==> src/rtl/rsc_pkg.sv <==
// ============================================================================
// rsc_pkg: shared types and constants of the RPN stack calculator
// Character codes, fixed-point format, command beat carried from the
// parser front end to the stack engine, and digit helper functions.
// ============================================================================
package rsc_pkg;

    // Fixed-point format: signed Q(INT_BITS).FRAC_BITS
    localparam int FRAC_BITS       = 32;
    localparam int INT_BITS        = 64 - FRAC_BITS;
    localparam int MAX_FRAC_DIGITS = 9;
    localparam int IACC_W          = INT_BITS + 1;
    localparam int FCNT_W          = 4;
    localparam int Q_DEPTH         = 4;

    // Character codes
    localparam logic [7:0] CH_PLUS  = 8'h2B;
    localparam logic [7:0] CH_MINUS = 8'h2D;
    localparam logic [7:0] CH_STAR  = 8'h2A;
    localparam logic [7:0] CH_SLASH = 8'h2F;
    localparam logic [7:0] CH_PCT   = 8'h25;
    localparam logic [7:0] CH_DOT   = 8'h2E;
    localparam logic [7:0] CH_NL    = 8'h0A;
    localparam logic [7:0] CH_SPACE = 8'h20;
    localparam logic [7:0] CH_TAB   = 8'h09;
    localparam logic [7:0] CH_ZERO  = 8'h30;
    localparam logic [7:0] CH_NINE  = 8'h39;

    // Error flag bit positions
    localparam int FLAG_UNDER   = 0;
    localparam int FLAG_OVER    = 1;
    localparam int FLAG_DIV0    = 2;
    localparam int FLAG_UNKNOWN = 3;

    // Saturation cap of the integer accumulator
    localparam logic [IACC_W-1:0] INT_CAP = {1'b1, {INT_BITS{1'b0}}};

    // Powers of ten for the fraction digit count
    function automatic logic [63:0] pow10(input logic [FCNT_W-1:0] n);
        logic [63:0] t;
        logic [63:0] p;
        t = 64'd1;
        p = 64'd1;
        for (int i = 1; i <= 12; i++)
        begin
            t = t * 64'd10;
            if (n == FCNT_W'(i))
                p = t;
        end
        return p;
    endfunction

    localparam int FACC_W = $clog2(pow10(FCNT_W'(MAX_FRAC_DIGITS)));

    typedef enum logic [1:0] {
        CMD_NUM   = 2'd0,
        CMD_OP    = 2'd1,
        CMD_EMIT  = 2'd2,
        CMD_RESET = 2'd3
    } cmd_kind_t;

    typedef struct packed {
        cmd_kind_t           kind;
        logic [7:0]          op;
        logic [IACC_W-1:0]   iacc;
        logic [FACC_W-1:0]   facc;
        logic [FCNT_W-1:0]   fcnt;
        logic                neg;
        logic                lead_ok;
    } cmd_t;

    function automatic logic is_digit(input logic [7:0] ch);
        return (ch >= CH_ZERO) && (ch <= CH_NINE);
    endfunction

    // acc * 10 + digit, saturating at INT_CAP
    function automatic logic [IACC_W-1:0] int_step(input logic [IACC_W-1:0] acc,
                                                    input logic [7:0] ch);
        logic [IACC_W+3:0] e;
        logic [IACC_W+3:0] w;
        e = {4'b0000, acc};
        w = (e << 3) + (e << 1) + {{IACC_W{1'b0}}, ch[3:0]};
        if (w > {4'b0000, INT_CAP})
            return INT_CAP;
        return w[IACC_W-1:0];
    endfunction

    // acc * 10 + digit for the fraction digits
    function automatic logic [FACC_W-1:0] frac_step(input logic [FACC_W-1:0] acc,
                                                     input logic [7:0] ch);
        logic [FACC_W+3:0] e;
        logic [FACC_W+3:0] w;
        e = {4'b0000, acc};
        w = (e << 3) + (e << 1) + {{FACC_W{1'b0}}, ch[3:0]};
        return w[FACC_W-1:0];
    endfunction

endpackage

==> src/rtl/rsc_cmd_queue.sv <==
// ============================================================================
// rsc_cmd_queue: command queue
// Small register FIFO between the parser and the stack engine.
// ============================================================================
module rsc_cmd_queue
    import rsc_pkg::*;
(
    input  logic clk,
    input  logic rst_n,
    input  logic wr_en,
    input  cmd_t wr_data,
    output logic full,
    input  logic rd_en,
    output cmd_t rd_data,
    output logic empty
);

    localparam int QAW = $clog2(Q_DEPTH);
    localparam int QCW = $clog2(Q_DEPTH + 1);

    cmd_t           entry_reg [Q_DEPTH];
    logic [QAW-1:0] wr_ptr_reg, wr_ptr_next;
    logic [QAW-1:0] rd_ptr_reg, rd_ptr_next;
    logic [QCW-1:0] count_reg, count_next;

    assign full    = (count_reg == QCW'(Q_DEPTH));
    assign empty   = (count_reg == '0);
    assign rd_data = entry_reg[rd_ptr_reg];

    // Pointer and fill count
    always_comb
    begin
        wr_ptr_next = wr_ptr_reg;
        rd_ptr_next = rd_ptr_reg;
        count_next  = count_reg;
        if (wr_en)
            wr_ptr_next = wr_ptr_reg + QAW'(1);
        if (rd_en)
            rd_ptr_next = rd_ptr_reg + QAW'(1);
        if (wr_en && !rd_en)
            count_next = count_reg + QCW'(1);
        else if (rd_en && !wr_en)
            count_next = count_reg - QCW'(1);
    end

    always_ff @(posedge clk or negedge rst_n)
    begin
        if (!rst_n)
        begin
            wr_ptr_reg <= '0;
            rd_ptr_reg <= '0;
            count_reg  <= '0;
        end
        else
        begin
            wr_ptr_reg <= wr_ptr_next;
            rd_ptr_reg <= rd_ptr_next;
            count_reg  <= count_next;
        end
    end

    always_ff @(posedge clk)
    begin
        if (wr_en)
            entry_reg[wr_ptr_reg] <= wr_data;
    end

`ifndef SYNTHESIS
    a_no_write_full: assert property (@(posedge clk) disable iff (!rst_n)
        wr_en |-> !full)
        else $error("command queue written while full");
    a_no_read_empty: assert property (@(posedge clk) disable iff (!rst_n)
        rd_en |-> !empty)
        else $error("command queue read while empty");
    a_count_bound: assert property (@(posedge clk) disable iff (!rst_n)
        count_reg <= QCW'(Q_DEPTH))
        else $error("command queue count out of range");
`endif

endmodule

==> config.mk <==
export PLATFORM = sky130hd
export DESIGN_NAME = rsc_cmd_queue
export DESIGN_NICKNAME = d
export VERILOG_FILES = /design/src/rtl/rsc_pkg.sv /design/src/rtl/rsc_cmd_queue.sv
export SDC_FILE = /design/constraint.sdc
export NUM_CORES = 1
export LEC_CHECK = 0
export BUFFER_PORTS_ARGS = -buffer_cell sky130_fd_sc_hd__buf_2
export CAP_MARGIN = 15
export CORE_MARGIN = 2
export CORE_UTILIZATION = 61
export CTS_BUF_LIST = sky130_fd_sc_hd__clkbuf_4 sky130_fd_sc_hd__clkbuf_8 sky130_fd_sc_hd__clkbuf_16
export CTS_CLUSTER_SIZE = 30
export DETAILED_ROUTE_END_ITERATION = 12
export PLACE_DENSITY = 0.84
export REMOVE_ABC_BUFFERS = 1
export SKIP_LAST_GASP = 1
export SYNTH_ARGS = -nofsm -noshare
export SYNTH_HDL_FRONTEND = slang
export SYNTH_SLANG_ARGS = --single-unit
==> constraint.sdc <==
create_clock -name clk -period 7.9 [get_ports clk]
set_input_delay 1.975 -clock clk [delete_from_list [all_inputs] [get_ports clk]]
set_output_delay 1.975 -clock clk [all_outputs]
set_load 0.02 [all_outputs]
==> reports/metrics.cfg <==
[status]
status = completed

[synth]
synth-xor-area-share_pct = 0.443
syn_inst = 447
synth_area_um2 = 11900
synth_top_cell_area_share_pct = 79.9
synth_area_leaders = edfxtp_1, mux4_2, dfrtp_1, buf_12, ha_1
synth.distinct_cells = 19
yosys.area_share.simple_pct = 0.411
synth_seq_cells = 323
ys_warn_count = 0
async_flop_share_pct = 2.17
muxShareOfSynthArea_pct = 15.1
synth-edff-count = 316
ys_seq_area_share_pct = 81.4
synth_compound_area_share_pct = 0.0421
synth_area_per_cell_um2 = 26.6
ys.flop_type = edfxtp_1
synth_fa_ha_area_share_pct = 0.695
synth_top_family_by_area = multiplexers
yosysMostFrequentCell = edfxtp_1
synth_largest_area_cell = edfxtp_1
synthTopCellsByCount = edfxtp_1, mux4_2, buf_12, buf_2, dfrtp_1

[timing]
setup_viol_count_final = 0
rsz0062_at_grt = false
setup_tns_ns = 0
max_slew.worst_pin.slew_ns = 1.19
skew_ns = 0.00883
hold_viol_final = 0
max_slew_margin_pct = 20.3
min_period_ns = 5.06
slew_viol_final = 0
fmax_mhz = 198
finalCritPeriodShare_pct = 64.0

[worst_setup_path]
crit_chain = buf_4 > mux4_2 > buf_2
cp_top_family = flip-flops
cp_num_buf_inv = 2
critPathRequiredTime_ns = 5.93
r2r_start = wr_ptr_reg[0]$_DFFE_PN0P_
worstRegToRegCells = 4
arrival_ns = 3.08
r2r-end = entry_reg[0][65]$_DFFE_PP_
cp_slowest_cell = dfrtp_4
crit_type = register to output port
crit_fanout = 46
critPathMaxStageDelay_ns = 1.02
start_kind = register
r2r_slack_ns = 5.66
cp-end-kind = output port

[drt]
wl_per_cell_um = 22.6
initialDrtViolationCount = 467
drc = 0
via_per_inst = 5.72
drtAntennaViolNets = 0
wirelength_um = 20800
dr_total_vias = 5281
firstDrtPassIters = 4

[final_layout]
fin_nets = 719
drive_above_1_share_pct = 47.2
nFillCells = 1125
largest_reg_flops = 316
area_delta_synth_final_pct = 17.6

[floorplan]
fp.dieArea_um2 = 20600
rows = 51
io_pins = 164
start_util_pct = 61.6
die_w_um = 144
core-area_um2 = 19300
fp.dieH_um = 144

[clocking]
cts_hold_buf = 0
clk_latency_ns = 0.54
cts.clk_slew.worst_paths_ns = 0.06
cts_repair_resize_count = 0
cts_tree = built
h-tree-depth = 1
clock-sinks = 323
post_cts_buffers = 0
clockBufferDepth = 3
cts_buffers = 31
clock-root-buffer = clkbuf_16

[global_routing]
grt.total_usage_pct = 20.3
grt_start_max_net_pins = 81
overflow = 0
grt_pass1_vias = 5517
grt_antenna_before_repair = 4
grt_pass1_wl_um = 31300

[power_and_ir_drop]
power_density_nw_per_um2 = 393
seq_power_share_pct = 45.2
switching_share_pct = 30.4
leakage_nw = 4.81
combPwrFrac_pct = 27.1
switchingPower_mw = 1.66
ir_worst_vdd_uv = 365
p_total_mw = 5.48
intPower_mw = 3.82
pwr-share-clk_pct = 27.7

[placed_design]
io_buffers = 163
gp_congestion = 0.712
hpwlAfterDp_um = 12200

[run]
max_cap_violations = 0

[min_path]
worstHoldPathCells = 1
hold_path_class = register to register
whs_endpoint = count_reg[2]$_DFFE_PN0P_
holdCritStartpoint = count_reg[2]$_DFFE_PN0P_

==> worst register-to-register path, stage by stage (launching register included) <==
cell,delay (ns)
dfrtp_1,0.43
inv_1,0.11
ha_1,0.14
and2_4,0.57
buf_4,0.59
==> power groups by stage <==
stage | combinational, mW | clock, mW | sequential (mW)
2_1_floorplan | 1.05 | 0 | 2.49
3_3_place_gp | 1.48 | 0 | 2.49
3_5_place_dp | 1.51 | 0 | 2.53
4_1_cts | 1.52 | 1.55 | 2.49
5_1_grt | 1.59 | 1.61 | 2.53
6_report | 1.48 | 1.52 | 2.48
==> logic make-up after synthesis <==
| group | count (synthesis) |
|---|---|
| compound gates | 1 |
| fa+ha+maj | 6 |
| simple gates | 9 |
| buf+inv | 22 |
| mux | 80 |
| flops | 323 |
| xor+xnor | 6 |
==> through the flow <==
step | area, um2 | hold slack (ns) | std cells | setup slack [ns] | utilization, %
after floorplan | 11700 | 0.456 | 429 | 2.04 | -
after global placement | 12900 | 0.472 | 862 | 3.31 | 66.7
after detailed placement | 12900 | 0.488 | 862 | 3.28 | 66.7
after CTS | 14000 | 0.501 | 919 | 2.69 | 72.4
after global routing | 14000 | 0.526 | 920 | 2.51 | 72.4
final | 14000 | 0.505 | 924 | 2.84 | 72.5
==> routing by layer <==
metal / part of all wire [%] / GRT usage, % / vias to the layer above
met5: 0.072 / 0 / -
met4: 2.2 / 5.73 / 2
met3: 7.0 / 5.40 / 37
met2: 51 / 33.4 / 187
met1: 40 / 27.5 / 2763
li1: - / - / 2292
==> area by class of cell <==
class | instances | area [um2] | area share, %
flip-flops and latches | 323 | 9670 | 69.3
multi-input cells | 102 | 1990 | 14.2
clock buffers | 40 | 875 | 6.26
repair buffers | 168 | 853 | 6.11
well taps | 265 | 332 | 2.37
clock inverters | 17 | 215 | 1.54
inverters | 4 | 15.0 | 0.108
diodes | 5 | 12.5 | 0.0896
==> cell usage in the layout, fill, tap and decap left out, drive strengths merged, types with 4 or more instances in the layout <==
cell type / synthesis / layout
xor2: 4 / 4
dfrtp: 7 / 7
bufinv: 0 / 4
buf: 17 / 168
edfxtp: 316 / 316
mux4: 79 / 79
and2: 4 / 4
inv: 4 / 7
diode: 0 / 5
clkinv: 0 / 9
clkbuf: 1 / 40
ha: 5 / 5
==> worst max path at each step <==
stage                              to  slack, ns  cells after the start                      start
after detailed placement  rd_data[15]       3.28                      3  rd_ptr_reg[0]$_DFFE_PN0P_
after CTS                 rd_data[15]       2.69                      3  rd_ptr_reg[0]$_DFFE_PN0P_
after global routing      rd_data[31]       2.51                      3  rd_ptr_reg[0]$_DFFE_PN0P_
after global placement    rd_data[77]       3.31                      3  rd_ptr_reg[0]$_DFFE_PN0P_
after floorplan            rd_data[0]       2.04                      1  rd_ptr_reg[0]$_DFFE_PN0P_
final                     rd_data[15]       2.84                      3  rd_ptr_reg[0]$_DFFE_PN0P_
Note: power is estimated with default switching activity, not from simulation.
