--- config.mk ---
export PLATFORM = sky130hd
export DESIGN_NAME = rsc_front
export DESIGN_NICKNAME = d
export VERILOG_FILES = /design/src/rtl/rsc_pkg.sv /design/src/rtl/rsc_front.sv
export SDC_FILE = /design/constraint.sdc
export NUM_CORES = 1
export LEC_CHECK = 0
export ABC_CLOCK_PERIOD_IN_PS = 4800
export BUFFER_PORTS_ARGS = -buffer_cell sky130_fd_sc_hd__buf_2
export CORE_MARGIN = 10
export CORE_UTILIZATION = 40
export CTS_CLUSTER_SIZE = 8
export DETAILED_ROUTE_END_ITERATION = 8
export MAX_ROUTING_LAYER = met4
export PLACE_DENSITY = 0.56
export SLEW_MARGIN = 20
export SYNTH_ARGS = -nofsm -noshare
export SYNTH_HDL_FRONTEND = slang
export SYNTH_SLANG_ARGS = --single-unit
--- constraint.sdc ---
create_clock -name clk -period 4.8 [get_ports clk]
set_input_delay 0.48 -clock clk [delete_from_list [all_inputs] [get_ports clk]]
set_output_delay 0.48 -clock clk [all_outputs]
set_load 0.02 [all_outputs]
--- src/rtl/rsc_pkg.sv ---
// ============================================================================
// rsc_pkg: shared types and constants of the RPN stack calculator
// Character codes, fixed-point format, command beat carried from the
// parser front end to the stack engine, and digit helper functions.
// ============================================================================
package rsc_pkg;

    // Fixed-point format: signed Q(INT_BITS).FRAC_BITS
    localparam int FRAC_BITS       = 32;
    localparam int INT_BITS        = 64 - FRAC_BITS;
    localparam int MAX_FRAC_DIGITS = 9;
    localparam int IACC_W          = INT_BITS + 1;
    localparam int FCNT_W          = 4;
    localparam int Q_DEPTH         = 4;

    // Character codes
    localparam logic [7:0] CH_PLUS  = 8'h2B;
    localparam logic [7:0] CH_MINUS = 8'h2D;
    localparam logic [7:0] CH_STAR  = 8'h2A;
    localparam logic [7:0] CH_SLASH = 8'h2F;
    localparam logic [7:0] CH_PCT   = 8'h25;
    localparam logic [7:0] CH_DOT   = 8'h2E;
    localparam logic [7:0] CH_NL    = 8'h0A;
    localparam logic [7:0] CH_SPACE = 8'h20;
    localparam logic [7:0] CH_TAB   = 8'h09;
    localparam logic [7:0] CH_ZERO  = 8'h30;
    localparam logic [7:0] CH_NINE  = 8'h39;

    // Error flag bit positions
    localparam int FLAG_UNDER   = 0;
    localparam int FLAG_OVER    = 1;
    localparam int FLAG_DIV0    = 2;
    localparam int FLAG_UNKNOWN = 3;

    // Saturation cap of the integer accumulator
    localparam logic [IACC_W-1:0] INT_CAP = {1'b1, {INT_BITS{1'b0}}};

    // Powers of ten for the fraction digit count
    function automatic logic [63:0] pow10(input logic [FCNT_W-1:0] n);
        logic [63:0] t;
        logic [63:0] p;
        t = 64'd1;
        p = 64'd1;
        for (int i = 1; i <= 12; i++)
        begin
            t = t * 64'd10;
            if (n == FCNT_W'(i))
                p = t;
        end
        return p;
    endfunction

    localparam int FACC_W = $clog2(pow10(FCNT_W'(MAX_FRAC_DIGITS)));

    typedef enum logic [1:0] {
        CMD_NUM   = 2'd0,
        CMD_OP    = 2'd1,
        CMD_EMIT  = 2'd2,
        CMD_RESET = 2'd3
    } cmd_kind_t;

    typedef struct packed {
        cmd_kind_t           kind;
        logic [7:0]          op;
        logic [IACC_W-1:0]   iacc;
        logic [FACC_W-1:0]   facc;
        logic [FCNT_W-1:0]   fcnt;
        logic                neg;
        logic                lead_ok;
    } cmd_t;

    function automatic logic is_digit(input logic [7:0] ch);
        return (ch >= CH_ZERO) && (ch <= CH_NINE);
    endfunction

    // acc * 10 + digit, saturating at INT_CAP
    function automatic logic [IACC_W-1:0] int_step(input logic [IACC_W-1:0] acc,
                                                    input logic [7:0] ch);
        logic [IACC_W+3:0] e;
        logic [IACC_W+3:0] w;
        e = {4'b0000, acc};
        w = (e << 3) + (e << 1) + {{IACC_W{1'b0}}, ch[3:0]};
        if (w > {4'b0000, INT_CAP})
            return INT_CAP;
        return w[IACC_W-1:0];
    endfunction

    // acc * 10 + digit for the fraction digits
    function automatic logic [FACC_W-1:0] frac_step(input logic [FACC_W-1:0] acc,
                                                     input logic [7:0] ch);
        logic [FACC_W+3:0] e;
        logic [FACC_W+3:0] w;
        e = {4'b0000, acc};
        w = (e << 3) + (e << 1) + {{FACC_W{1'b0}}, ch[3:0]};
        return w[FACC_W-1:0];
    endfunction

endpackage

--- src/rtl/rsc_front.sv ---
// ============================================================================
// rsc_front: character parser
// Tokenises the byte stream, accumulates number digits and issues number,
// operator, emit and reset commands to the command queue.
// ============================================================================
module rsc_front
    import rsc_pkg::*;
(
    input  logic       clk,
    input  logic       rst_n,
    input  logic       in_valid,
    output logic       in_ready,
    input  logic [7:0] in_char,
    input  logic       in_last,
    output logic       q_wr,
    output cmd_t       q_wdata,
    input  logic       q_full
);

    typedef enum logic [5:0] {
        M_IDLE    = 6'b000001,
        M_LEAD    = 6'b000010,
        M_INT     = 6'b000100,
        M_FRAC    = 6'b001000,
        M_DOTFRAC = 6'b010000,
        M_DISCARD = 6'b100000
    } mode_t;

    mode_t               mode_reg, mode_next;
    logic [7:0]          pend_reg, pend_next;
    logic [IACC_W-1:0]   iacc_reg, iacc_next;
    logic [FACC_W-1:0]   facc_reg, facc_next;
    logic [FCNT_W-1:0]   fcnt_reg, fcnt_next;
    logic                neg_reg, neg_next;
    logic                hold_reg, hold_next;

    logic  accept;
    logic  is_dig;
    logic  do_idle;
    logic  c1_valid;
    logic  emit;
    cmd_t  c1;
    cmd_t  emit_cmd;
    cmd_t  num_cmd;

    assign in_ready = !hold_reg && !q_full;
    assign accept   = in_valid && in_ready;
    assign is_dig   = is_digit(in_char);

    // Command templates
    always_comb
    begin
        emit_cmd         = '0;
        emit_cmd.kind    = CMD_EMIT;
        num_cmd          = '0;
        num_cmd.kind     = CMD_NUM;
        num_cmd.iacc     = iacc_reg;
        num_cmd.facc     = facc_reg;
        num_cmd.fcnt     = fcnt_reg;
        num_cmd.neg      = neg_reg;
        num_cmd.lead_ok  = is_digit(pend_reg) || (pend_reg == CH_PLUS) ||
                           (pend_reg == CH_MINUS) || (pend_reg == CH_DOT);
    end

    // Token state machine
    always_comb
    begin
        mode_next = mode_reg;
        pend_next = pend_reg;
        iacc_next = iacc_reg;
        facc_next = facc_reg;
        fcnt_next = fcnt_reg;
        neg_next  = neg_reg;
        do_idle   = 1'b0;
        c1_valid  = 1'b0;
        c1        = num_cmd;
        emit      = 1'b0;

        unique case (mode_reg)
            M_LEAD:
            begin
                if (is_dig)
                begin
                    neg_next = (pend_reg == CH_MINUS);
                    if (pend_reg == CH_DOT)
                    begin
                        mode_next = M_DOTFRAC;
                        facc_next = frac_step('0, in_char);
                        fcnt_next = FCNT_W'(1);
                    end
                    else
                    begin
                        mode_next = M_INT;
                        iacc_next = int_step('0, in_char);
                    end
                end
                else
                begin
                    c1_valid = 1'b1;
                    c1       = '0;
                    c1.kind  = CMD_OP;
                    c1.op    = pend_reg;
                    do_idle  = 1'b1;
                end
            end
            M_INT:
            begin
                if (is_dig)
                    iacc_next = int_step(iacc_reg, in_char);
                else if (in_char == CH_DOT)
                    mode_next = M_FRAC;
                else
                begin
                    c1_valid = 1'b1;
                    do_idle  = 1'b1;
                end
            end
            M_FRAC, M_DOTFRAC:
            begin
                if (is_dig)
                begin
                    if (fcnt_reg < FCNT_W'(MAX_FRAC_DIGITS))
                    begin
                        facc_next = frac_step(facc_reg, in_char);
                        fcnt_next = fcnt_reg + FCNT_W'(1);
                    end
                end
                else if ((mode_reg == M_DOTFRAC) && (in_char == CH_DOT))
                    mode_next = M_DISCARD;
                else
                begin
                    c1_valid = 1'b1;
                    do_idle  = 1'b1;
                end
            end
            M_DISCARD:
            begin
                if (!is_dig)
                begin
                    c1_valid = 1'b1;
                    do_idle  = 1'b1;
                end
            end
            default:
                do_idle = 1'b1;
        endcase

        // Character seen with no token open
        if (do_idle)
        begin
            mode_next = M_IDLE;
            iacc_next = '0;
            facc_next = '0;
            fcnt_next = '0;
            neg_next  = 1'b0;
            if ((in_char == CH_SPACE) || (in_char == CH_TAB))
                mode_next = M_IDLE;
            else if (in_char == CH_NL)
                emit = 1'b1;
            else
            begin
                pend_next = in_char;
                if (is_dig)
                begin
                    mode_next = M_INT;
                    iacc_next = int_step('0, in_char);
                end
                else
                    mode_next = M_LEAD;
            end
        end

        // End of stream: back to reset state
        if (in_last)
        begin
            mode_next = M_IDLE;
            pend_next = '0;
            iacc_next = '0;
            facc_next = '0;
            fcnt_next = '0;
            neg_next  = 1'b0;
            c1_valid  = 1'b1;
            c1        = '0;
            c1.kind   = CMD_RESET;
            emit      = 1'b0;
        end
    end

    // Queue write: held emit first, else this beat's command
    always_comb
    begin
        hold_next = hold_reg;
        if (hold_reg)
        begin
            q_wr    = !q_full;
            q_wdata = emit_cmd;
            if (!q_full)
                hold_next = 1'b0;
        end
        else
        begin
            q_wr    = accept && (c1_valid || emit);
            q_wdata = c1_valid ? c1 : emit_cmd;
            if (accept && c1_valid && emit)
                hold_next = 1'b1;
        end
    end

    always_ff @(posedge clk or negedge rst_n)
    begin
        if (!rst_n)
        begin
            mode_reg <= M_IDLE;
            pend_reg <= '0;
            iacc_reg <= '0;
            facc_reg <= '0;
            fcnt_reg <= '0;
            neg_reg  <= 1'b0;
            hold_reg <= 1'b0;
        end
        else
        begin
            hold_reg <= hold_next;
            if (accept)
            begin
                mode_reg <= mode_next;
                pend_reg <= pend_next;
                iacc_reg <= iacc_next;
                facc_reg <= facc_next;
                fcnt_reg <= fcnt_next;
                neg_reg  <= neg_next;
            end
        end
    end

endmodule

==> metrics.csv, run 1 <==
stage,metric,value,unit
outcome,outcome,finished clean,
clocking,Worst-path clk slew,0.07,ns
clocking,Post-CTS Setup Inserts,0,
finish,share of layout cells above drive strength 1,15.1,%
timing,f_max,228,MHz
detailed_routing,Residual DRC,0,
pwr,maximum VDD drop,175,uV
flow_run,max-cap viol count,0,
grt,antenna violations before repair,0,
detailed_routing,Initial DRT Pass Iterations,5,
grt,first-pass GRT wire length,40100,microns
detailed_routing,Post-DRT Antenna Nets,0,
floorplanning,Die H,165,microns
placement,dpl hpwl,18700,microns
detailed_routing,drt total wl,24100,microns
critical_path,Crit. End Element,flop,
grt,total track usage,18.5,%
floorplanning,core footprint,0.0209,sq mm
placement,Area after DPL,0.00919,sq mm
logic_synthesis,Synth Instances,1014,
floorplanning,Die Wd,165,microns
critical_path,worst setup path startpoint,iacc_reg[0],
finish,Area Growth Syn to Fin,12.1,%
critical_path,kind of critical path,reg2reg,
grt,largest net degree at the start of global routing,57,
clocking,CTS buffer count,9,
clocking,Longest Clk Path Bufs,2,
logic_synthesis,Synth Net Count,1152,
critical_path,element type at the critical path start,flop,
clocking,Clock Latency Late Sink,0.36,ns
floorplanning,Die Area,0.0273,sq mm
logic_synthesis,number of synthesized flops with an enable pin,0,
logic_synthesis,Synth cell types,79,
timing,WHS,0.195,ns
logic_synthesis,"Seq/Total Area, Yosys",24.6,%
hold_path,Worst Hold Class,in2async,
pwr,P per Cell Area,182,mW/mm^2
critical_path,Worst EP arrival,4.66,ns
placement,RePlAce Congestion,0.937,
detailed_routing,vias,7642,
clocking,CTS tree,done,
finish,"commonest non-fill, non-tap cell in the layout",ha_1,
timing,clk_skew,0.0141,ns
timing,actual slew at the worst max-slew pin,0.955,ns
logic_synthesis,Synth Flop Type,dfrtp_1,
clocking,CTS resizes,0,
timing,Final period util,91.5,%
critical_path,"Max FO, Critical Path",10,
timing,Slew HR,35.9,%
critical_path,Reg-to-Reg Start,iacc_reg[0],
floorplanning,Initial Util,40.4,%
timing,Setup TNS Final,0,ns
finish,number of filler cells placed in the layout,2124,
floorplanning,row cnt,53,
logic_synthesis,"FF+latch count, synth",83,
timing,max-slew violations,0,
finish,"commonest non-fill, non-tap cells in the layout","ha_1, nand2_1, buf_2",
finish,Final Net Count,1227,
logic_synthesis,Synth Warn #,0,
clocking,H-tree depth,3,
grt,grt ovf,0,
timing,Final setup viols,0,
detailed_routing,wire per inst,17.6,microns
floorplanning,# IOs,94,
logic_synthesis,asr flop ratio synth,100,%
timing,fin crit period,4.39,ns
timing,RSZ-0062 raised after global routing,false,
clocking,CTS Hold Bufs,0,
clocking,Clock Sinks,83,
detailed_routing,post-DR vias/cell,5.59,
placement,Port-buffer cells,93,
finish,max FFs per register,33,
timing,Fin. Hold Viols,0,
critical_path,"Req. time, crit path",5.07,ns
finish,post-route cell area,0.00948,sq mm
detailed_routing,DRT iter0 DRCs,452,
logic_synthesis,post-synthesis cell area,0.00845,sq mm
grt,vias in the first global route,7619,
clocking,clk root buf,clkbuf_16,
logic_synthesis,Avg Inst Size Synth,8.33,sq um
finish,Antenna Cells,0,
critical_path,R2R Setup Slk,0.41,ns
pwr,Lkg Pwr,4.96,nW
[critical path: stages (launching register included)]
cell and delay, ns:
dfrtp_1 0.38, inv_1 0.15, fa_1 0.49, fa_1 0.47
nand2b_1 0.20, a211oi_2 0.52, o2111ai_4 0.23, a31oi_1 0.31
o21ai_0 0.15, a21boi_0 0.29, nand4_1 0.21, nor4_4 0.35
o211ai_2 0.17, buf_4 0.25, o21ai_1 0.13
[routing by layer]
layer	vias up	routed length, microns	global-route usage, %
met4	0	385	4.59
li1	3853	-	-
met5	-	0	-
met1	3605	12000	25.5
met2	164	10700	28.1
met3	20	1030	2.43
[logic make-up (layout without fill, tap and decap cells)]
group           Yosys count  after routing  synth area share (%)
mux                       7              7                 0.859
compound gates          306            306                  24.1
simple gates            366            366                  22.5
buf+inv                  75            154                  3.72
xor+xnor                 52             52                  5.39
flops                    83             83                  24.6
fa+ha+maj               125            125                  18.9
[stage by stage]
stage	setup slack (ns)	cells	total power, mW	utilization (%)
global placement	0.325	1353	1.04	44.0
floorplan	0.509	1014	0.937	-
detailed placement	0.281	1353	1.04	44.0
global route	0.126	1368	1.81	45.4
CTS	0.411	1368	1.75	45.4
finish	0.409	1368	1.73	45.4
[final cells by class]
| type | instances | area (sq um) | share of cell area (%) |
|---|---|---|---|
| clock buffer | 10 | 229 | 2.42 |
| sequential | 83 | 2080 | 21.9 |
| tap | 275 | 344 | 3.63 |
| timing repair buffer | 109 | 588 | 6.21 |
| multi-input combinational | 856 | 6070 | 64.0 |
| inverter | 30 | 113 | 1.19 |
| clock inverter | 5 | 55.1 | 0.581 |
[report_power, final]
group | switching (mW) | leakage (nW) | internal (mW)
Combinational | 0.184 | 3.68 | 0.0935
Sequential | 0.0266 | 1.14 | 0.721
Clock | 0.303 | 0.134 | 0.399
Total | 0.513 | 4.96 | 1.21
[final timing paths]
| path | cells past startpoint | to |
|---|---|---|
| setup / recovery | 14 | iacc_reg[8] |
| hold / removal | 1 | iacc_reg[17] |
| setup reg to reg | 14 | iacc_reg[8] |
| hold reg to reg | 2 | neg_reg |
| max in group asynchronous | 2 | mode_reg[0] |
| min in group clk | 2 | hold_reg |
[cells in the mapped netlist, types with 6 or more instances]
| library cell | instances | area [sq um] |
|---|---|---|
| o21a_1 | 9 | 67.6 |
| inv_1 | 29 | 109 |
| o31ai_1 | 8 | 60.1 |
| nand3_1 | 16 | 80.1 |
| o21bai_1 | 12 | 90.1 |
| nor3b_1 | 6 | 45.0 |
| a21o_1 | 28 | 210 |
| o21ai_2 | 11 | 96.3 |
| or2_2 | 7 | 43.8 |
| xnor2_1 | 28 | 245 |
| and2_1 | 80 | 500 |
| ha_1 | 121 | 1510 |
| o21ai_0 | 72 | 360 |
| and3_1 | 9 | 56.3 |
| dfrtp_1 | 82 | 2050 |
| nand2_1 | 116 | 435 |
| xor2_1 | 24 | 210 |
| nand4_1 | 13 | 81.3 |
| buf_2 | 7 | 35.0 |
| clkbuf_1 | 32 | 120 |
| a31oi_1 | 16 | 100 |
| nand2b_1 | 14 | 87.6 |
| o21ai_1 | 13 | 65.1 |
| nor4_1 | 8 | 50.1 |
| a21oi_1 | 72 | 360 |
| nor2_1 | 44 | 165 |
| o2111ai_1 | 12 | 105 |
| nor3_1 | 27 | 135 |
| or3_1 | 7 | 43.8 |
No activity file was read; power rests on OpenSTA's default activity.
==> run 2, diff against run 1 <==
Settings changed: CTS_BUF_LIST set to sky130_fd_sc_hd__clkbuf_4.
==> run 2 against run 1 <==
Sequential share of layout area rose by 0.36 points. First-iteration DRC count fell by 8.0%. Final cell count barely moved. Design area fell by 1.6%. Power fell by 16%. Maximum frequency rose by 0.27%. Critical path depth did not move. Via count fell by 0.35%. Clock skew rose by 0.019 ns. Clock power fell by 40%. Worst hold slack got worse by 0.15 ns. Non-clock buffer count did not move. Largest cell class unchanged. Highest routed layer unchanged.
==> metrics.csv, run 2 (same netlist as run 1, synthesis figures left out) <==
stage,metric,value,unit,change
floorplanning,Die Wd,165,microns,unchanged
finish,final core utilization,44.6,%,-0.72 points
timing,final worst slack,0.421,ns,+0.0120 ns
timing,max-slew violations,0,,unchanged
critical_path,CP endpoint,iacc_reg[8],,
clocking,H-tree depth,3,,unchanged
clocking,CTS Hold Bufs,0,,unchanged
clocking,CTS tree,done,,
pwr,clock power share,29.2,%,-11 points
finish,Final Net Count,1227,,unchanged
outcome,outcome,finished clean,,
critical_path,"Req. time, crit path",5.17,ns,+0.10 ns
timing,Fin. Hold Viols,0,,unchanged
finish,fin cells,1369,,+0.073%
pwr,Sw Ratio,32.8,%,+3.1 points
grt,grt ovf,0,,unchanged
critical_path,Worst EP arrival,4.75,ns,+0.09 ns
detailed_routing,wire per inst,17.6,microns,-0.21%
timing,WHS,0.0416,ns,-0.154 ns
clocking,Clock Sinks,83,,unchanged
clocking,Worst-path clk slew,0.16,ns,+0.09 ns
critical_path,worst setup path startpoint,iacc_reg[2],,
critical_path,Crit. End Element,flop,,
pwr,P per Cell Area,156,mW/mm^2,-15%
timing,fin crit period,4.38,ns,-0.0120 ns
floorplanning,Die Area,0.0273,sq mm,unchanged
clocking,clk root buf,clkbuf_4,,
timing,clk_skew,0.0331,ns,+0.0190 ns
timing,Slew HR,34.9,%,-0.96 points
detailed_routing,post-DR vias/cell,5.56,,-0.43%
floorplanning,# IOs,94,,unchanged
finish,"commonest non-fill, non-tap cells in the layout","ha_1, nand2_1, buf_2",,
placement,placed insts,1353,,unchanged
detailed_routing,Residual DRC,0,,unchanged
critical_path,element type at the critical path start,flop,,
finish,max FFs per register,33,,unchanged
flow_run,max-cap viol count,0,,unchanged
grt,antenna violations before repair,1,,+1
clocking,Clock Latency Late Sink,0.47,ns,+0.11 ns
floorplanning,Initial Util,40.4,%,unchanged
finish,share of layout cells above drive strength 1,15.2,%,+0.091 points
floorplanning,core footprint,0.0209,sq mm,unchanged
floorplanning,Die H,165,microns,unchanged
critical_path,reg2reg path depth,14,,unchanged
placement,pre-CTS setup slack,0.281,ns,unchanged
pwr,maximum VDD drop,96.6,uV,-45%
detailed_routing,DRT iter0 DRCs,416,,-8.0%
placement,RePlAce Congestion,0.937,,unchanged
timing,Final period util,91.2,%,-0.25 points
timing,f_max,228,MHz,+0.27%
critical_path,kind of critical path,reg2reg,,
critical_path,"Max FO, Critical Path",10,,unchanged
detailed_routing,Initial DRT Pass Iterations,5,,unchanged
clocking,CTS resizes,0,,unchanged
timing,RSZ-0062 raised after global routing,false,,
timing,Final setup viols,0,,unchanged
finish,Area Growth Syn to Fin,10.4,%,
hold_path,Worst Hold Class,in2async,,
critical_path,R2R Setup Slk,0.42,ns,about the same
detailed_routing,vias,7615,,-0.35%
grt,largest net degree at the start of global routing,57,,unchanged
placement,Port-buffer cells,93,,unchanged
clocking,Longest Clk Path Bufs,2,,unchanged
grt,vias in the first global route,7593,,-0.34%
finish,"commonest non-fill, non-tap cell in the layout",ha_1,,
pwr,internal power,0.975,mW,-20%
placement,dpl hpwl,18700,microns,unchanged
critical_path,Reg-to-Reg Start,iacc_reg[2],,
detailed_routing,drt total wl,24100,microns,-0.14%
grt,total track usage,18.4,%,-0.12 points
pwr,Sw Pwr,0.475,mW,-7.4%
clocking,Post-CTS Setup Inserts,0,,unchanged
grt,first-pass GRT wire length,39900,microns,-0.46%
pwr,Lkg Pwr,4.89,nW,-1.3%
detailed_routing,Post-DRT Antenna Nets,0,,unchanged
timing,actual slew at the worst max-slew pin,0.970,ns,+0.0143 ns
clocking,CTS buffer count,9,,unchanged
floorplanning,row cnt,53,,unchanged
pwr,sequential fraction of design power,51.6,%,+8.3 points
timing,Setup TNS Final,0,ns,unchanged
pwr,combinational share of power,19.2,%,+3.2 points
critical_path,worst flop-to-flop path endpoint,iacc_reg[8],,
[run 2: routing by layer]
metal	vias to the layer above	track usage, %	routed length [microns]
li1	3850	-	-
met5	-	-	0
met1	3564	25.5	12000
met2	182	27.8	10600
met4	0	3.95	350
met3	19	2.68	1110
[run 2: worst min path at each step]
| stage | startpoint | to | cells after the start |
|---|---|---|---|
| final | rst_n | iacc_reg[17] | 1 |
| after detailed placement | facc_reg[29] | facc_reg[29] | 2 |
| after global placement | facc_reg[29] | facc_reg[29] | 2 |
| after global routing | rst_n | iacc_reg[17] | 1 |
| after CTS | rst_n | iacc_reg[19] | 1 |
| after floorplan | rst_n | facc_reg[0] | 0 |
[run 2: layout make-up]
cell class | count | area [sq um]
clock inverters | 5 | 55.1
well taps | 275 | 344
flip-flops and latches | 83 | 2080
fillers | 2142 | 11600
diodes | 1 | 2.50
inverters | 30 | 113
repair buffers | 109 | 588
multi-input cells | 856 | 6070
clock buffers | 10 | 75.1
[run 2: power by group through the flow]
stage               sequential [mW]  combinational [mW]  clock [mW]
floorplan                     0.751               0.186           0
global placement              0.761               0.277           0
detailed placement            0.761               0.278           0
CTS                           0.748               0.280       0.446
global route                  0.752               0.314       0.475
finish                        0.748               0.278       0.424
[run 2: worst max-delay path, cell delays in order (launching register included)]
cell and delay, ns:
dfrtp_1 0.45, inv_1 0.12, fa_1 0.47, fa_1 0.47
nand2b_1 0.20, a211oi_2 0.50, o2111ai_4 0.23, o211ai_2 0.25
a31oi_1 0.13, xnor2_1 0.16, or4_4 0.44, nor4_4 0.31
o211ai_2 0.17, buf_4 0.25, o21ai_1 0.14
[run 2: through the flow]
stage	power (mW)	instance area, sq um
after CTS	1.47	9320
final	1.45	9320
after floorplan	0.937	8450
after detailed placement	1.04	9190
after global routing	1.54	9320
after global placement	1.04	9190
==> run 3, diff against run 2 <==
--- a/config.mk
+++ b/config.mk
@@ -9,11 +9,10 @@
 export BUFFER_PORTS_ARGS = -buffer_cell sky130_fd_sc_hd__buf_2
 export CORE_MARGIN = 10
-export CORE_UTILIZATION = 40
+export CORE_UTILIZATION = 35
 export CTS_BUF_LIST = sky130_fd_sc_hd__clkbuf_4
 export CTS_CLUSTER_SIZE = 8
 export DETAILED_ROUTE_END_ITERATION = 8
 export MAX_ROUTING_LAYER = met4
-export PLACE_DENSITY = 0.56
-export SLEW_MARGIN = 20
+export PLACE_DENSITY = 0.5
 export SYNTH_ARGS = -nofsm -noshare
 export SYNTH_HDL_FRONTEND = slang
==> constraint.sdc (replaced) <==
create_clock -name clk -period 4.8 [get_ports clk]
set_input_delay 0.96 -clock clk [delete_from_list [all_inputs] [get_ports clk]]
set_output_delay 0.96 -clock clk [all_outputs]
set_load 0.02 [all_outputs]
==> run 3 against run 2 <==
Via count rose by 1.9%. Critical endpoint is now iacc_reg[0]. Clock skew down 0.0096 ns. Die area rose by 13%. Maximum frequency down 0.77%. Worst setup slack got worse by 0.034 ns. Sequential power hardly changed. Power grew 1.7%. Final cell count is 5.9% higher. Highest routed layer unchanged.
==> metrics.csv, run 3 (same netlist as run 1, synthesis figures left out) <==
stage,metric,value,unit,change
outcome,outcome,finished clean,,
critical_path,largest stage delay on the critical path,0.53,ns,+0.03 ns
pwr,P per Cell Area,153,mW/mm^2,-1.8%
clocking,Worst-path clk slew,0.15,ns,about the same
finish,"commonest non-fill, non-tap cell in the layout",ha_1,,
timing,actual slew at the worst max-slew pin,0.840,ns,-0.130 ns
timing,fin crit period,4.41,ns,+0.0338 ns
detailed_routing,wire per inst,17.3,microns,-1.5%
timing,max-slew violations,0,,unchanged
clocking,Clock Latency Late Sink,0.48,ns,about the same
critical_path,"Req. time, crit path",5.17,ns,about the same
detailed_routing,vias,7763,,+1.9%
finish,share of layout cells above drive strength 1,18.0,%,+2.8 points
detailed_routing,Residual DRC,0,,unchanged
critical_path,cell mode on critical path,fa_1,,
detailed_routing,DRT iter0 DRCs,386,,-7.2%
grt,met3 global-route usage,2.77,%,+0.089 points
timing,RSZ-0062 raised after global routing,false,,
grt,met1 usage,22.1,%,-3.4 points
placement,Area after DPL,0.00952,sq mm,+3.5%
timing,Final setup viols,0,,unchanged
grt,total track usage,16.9,%,-1.5 points
clocking,Longest Clk Path Bufs,2,,unchanged
grt,first-pass GRT wire length,41800,microns,+4.5%
timing,Final period util,91.9,%,+0.71 points
clocking,clk root buf,clkbuf_4,,
finish,"commonest non-fill, non-tap cells in the layout","ha_1, nand2_1, buf_2",,
clocking,CTS Hold Bufs,0,,unchanged
critical_path,Crit-path slowest cell,fa_1,,
floorplanning,Die Area,0.0308,sq mm,+13%
critical_path,"Max FO, Critical Path",10,,unchanged
critical_path,Crit. End Element,flop,,
grt,met2 usage in global routing,26.1,%,-1.7 points
floorplanning,# IOs,94,,unchanged
clocking,Post-CTS Setup Inserts,0,,unchanged
placement,Port-buffer cells,93,,unchanged
finish,final core utilization,40.9,%,-3.8 points
grt,GRT Max-Usage Layer,met2,,
grt,grt ovf,0,,unchanged
detailed_routing,Post-DRT Antenna Nets,0,,unchanged
clocking,Clock Sinks,83,,unchanged
finish,number of filler cells placed in the layout,2481,,+16%
floorplanning,Initial Util,35.8,%,-4.7 points
placement,RePlAce Congestion,0.893,,-4.7%
floorplanning,row cnt,56,,+5.7%
floorplanning,Die H,175,microns,+6.1%
finish,Area Growth Syn to Fin,14.3,%,
detailed_routing,post-DR vias/cell,5.35,,-3.8%
clocking,CTS buffer count,9,,unchanged
placement,dpl hpwl,19800,microns,+6.0%
clocking,CTS tree,done,,
pwr,maximum VDD drop,144,uV,+49%
floorplanning,core footprint,0.0236,sq mm,+13%
detailed_routing,drt total wl,25100,microns,+4.3%
finish,post-route cell area,0.00965,sq mm,+3.5%
timing,Slew HR,43.6,%,+8.7 points
clocking,CTS resizes,0,,unchanged
hold_path,Worst Hold Class,reg2reg,,
flow_run,max-cap viol count,0,,unchanged
grt,vias in the first global route,7892,,+3.9%
finish,Final Net Count,1263,,+2.9%
detailed_routing,Initial DRT Pass Iterations,5,,unchanged
critical_path,element type at the critical path start,input port,,
pwr,Lkg Pwr,5.07,nW,+3.6%
timing,f_max,227,MHz,-0.77%
critical_path,Worst EP arrival,4.78,ns,+0.03 ns
timing,clk_skew,0.0235,ns,-0.00957 ns
floorplanning,Die Wd,175,microns,+6.1%
critical_path,kind of critical path,in2reg,,
timing,Fin. Hold Viols,0,,unchanged
finish,max FFs per register,33,,unchanged
grt,largest net degree at the start of global routing,54,,-5.3%
grt,antenna violations before repair,1,,unchanged
clocking,H-tree depth,3,,unchanged
critical_path,"Cell Chain, Critical Path",buf_2 -> inv_1 -> fa_1 -> fa_1 -> nand2b_1 -> a211oi_2 -> o2111ai_4 -> nand4_1 -> a31oi_1 -> xnor2_1 -> or4_4 -> nor4_4 -> buf_4 -> o21ai_2 -> a221oi_2,,
## run 3: report_power, final
group,switching (mW),internal (mW)
Combinational,0.183,0.102
Sequential,0.0256,0.721
Clock,0.285,0.158
Total,0.494,0.981
## run 3: path summary, 6_finish.rpt
path                              start           end  slack (ns)  cells past startpoint
max                          in_char[3]   iacc_reg[0]        0.39                     15
min                        facc_reg[29]  facc_reg[29]        0.49                      2
max reg2reg                 iacc_reg[0]   iacc_reg[0]        0.50                     14
min reg2reg                facc_reg[29]  facc_reg[29]        0.49                      2
max in group asynchronous         rst_n   mode_reg[0]        3.31                      2
min in group asynchronous         rst_n  iacc_reg[22]        0.51                      1
## run 3: critical path: cells and delay by family
family	cells	cell delay, ns
and+or+nand+nor	4	1.17
AOI/OAI and AO/OA	5	1.07
adders and majority gates	2	0.99
buffers and inverters	3	0.43
xor gates and xnor gates	1	0.16
## run 3: cell type report
cell class / count / area (sq um) / area share (%)
multi-input combinational: 856 / 6070 / 62.9
sequential: 83 / 2080 / 21.5
timing repair buffer: 145 / 858 / 8.89
tap: 319 / 399 / 4.13
inverter: 30 / 113 / 1.17
clock buffer: 9 / 67.6 / 0.700
clock inverter: 7 / 67.6 / 0.700
antenna: 1 / 2.50 / 0.0259
## run 3: metrics by stage
step                worst slack (ns)  hold slack [ns]  instances  total power, mW  setup TNS [ns]
finish                         0.387            0.493       1450             1.47               0
global route                  0.0561            0.554       1450             1.56               0
CTS                            0.387            0.500       1449             1.50               0
detailed placement           -0.0736            0.467       1433             1.05          -0.650
global placement             -0.0487            0.466       1433             1.05          -0.153
floorplan                     0.0293            0.441       1014            0.937               0
## run 3: layer usage
metal / up-vias / routed length, microns
met5: - / 0
met4: 0 / 592
met3: 31 / 1050
met2: 163 / 11300
met1: 3647 / 12200
li1: 3922 / -
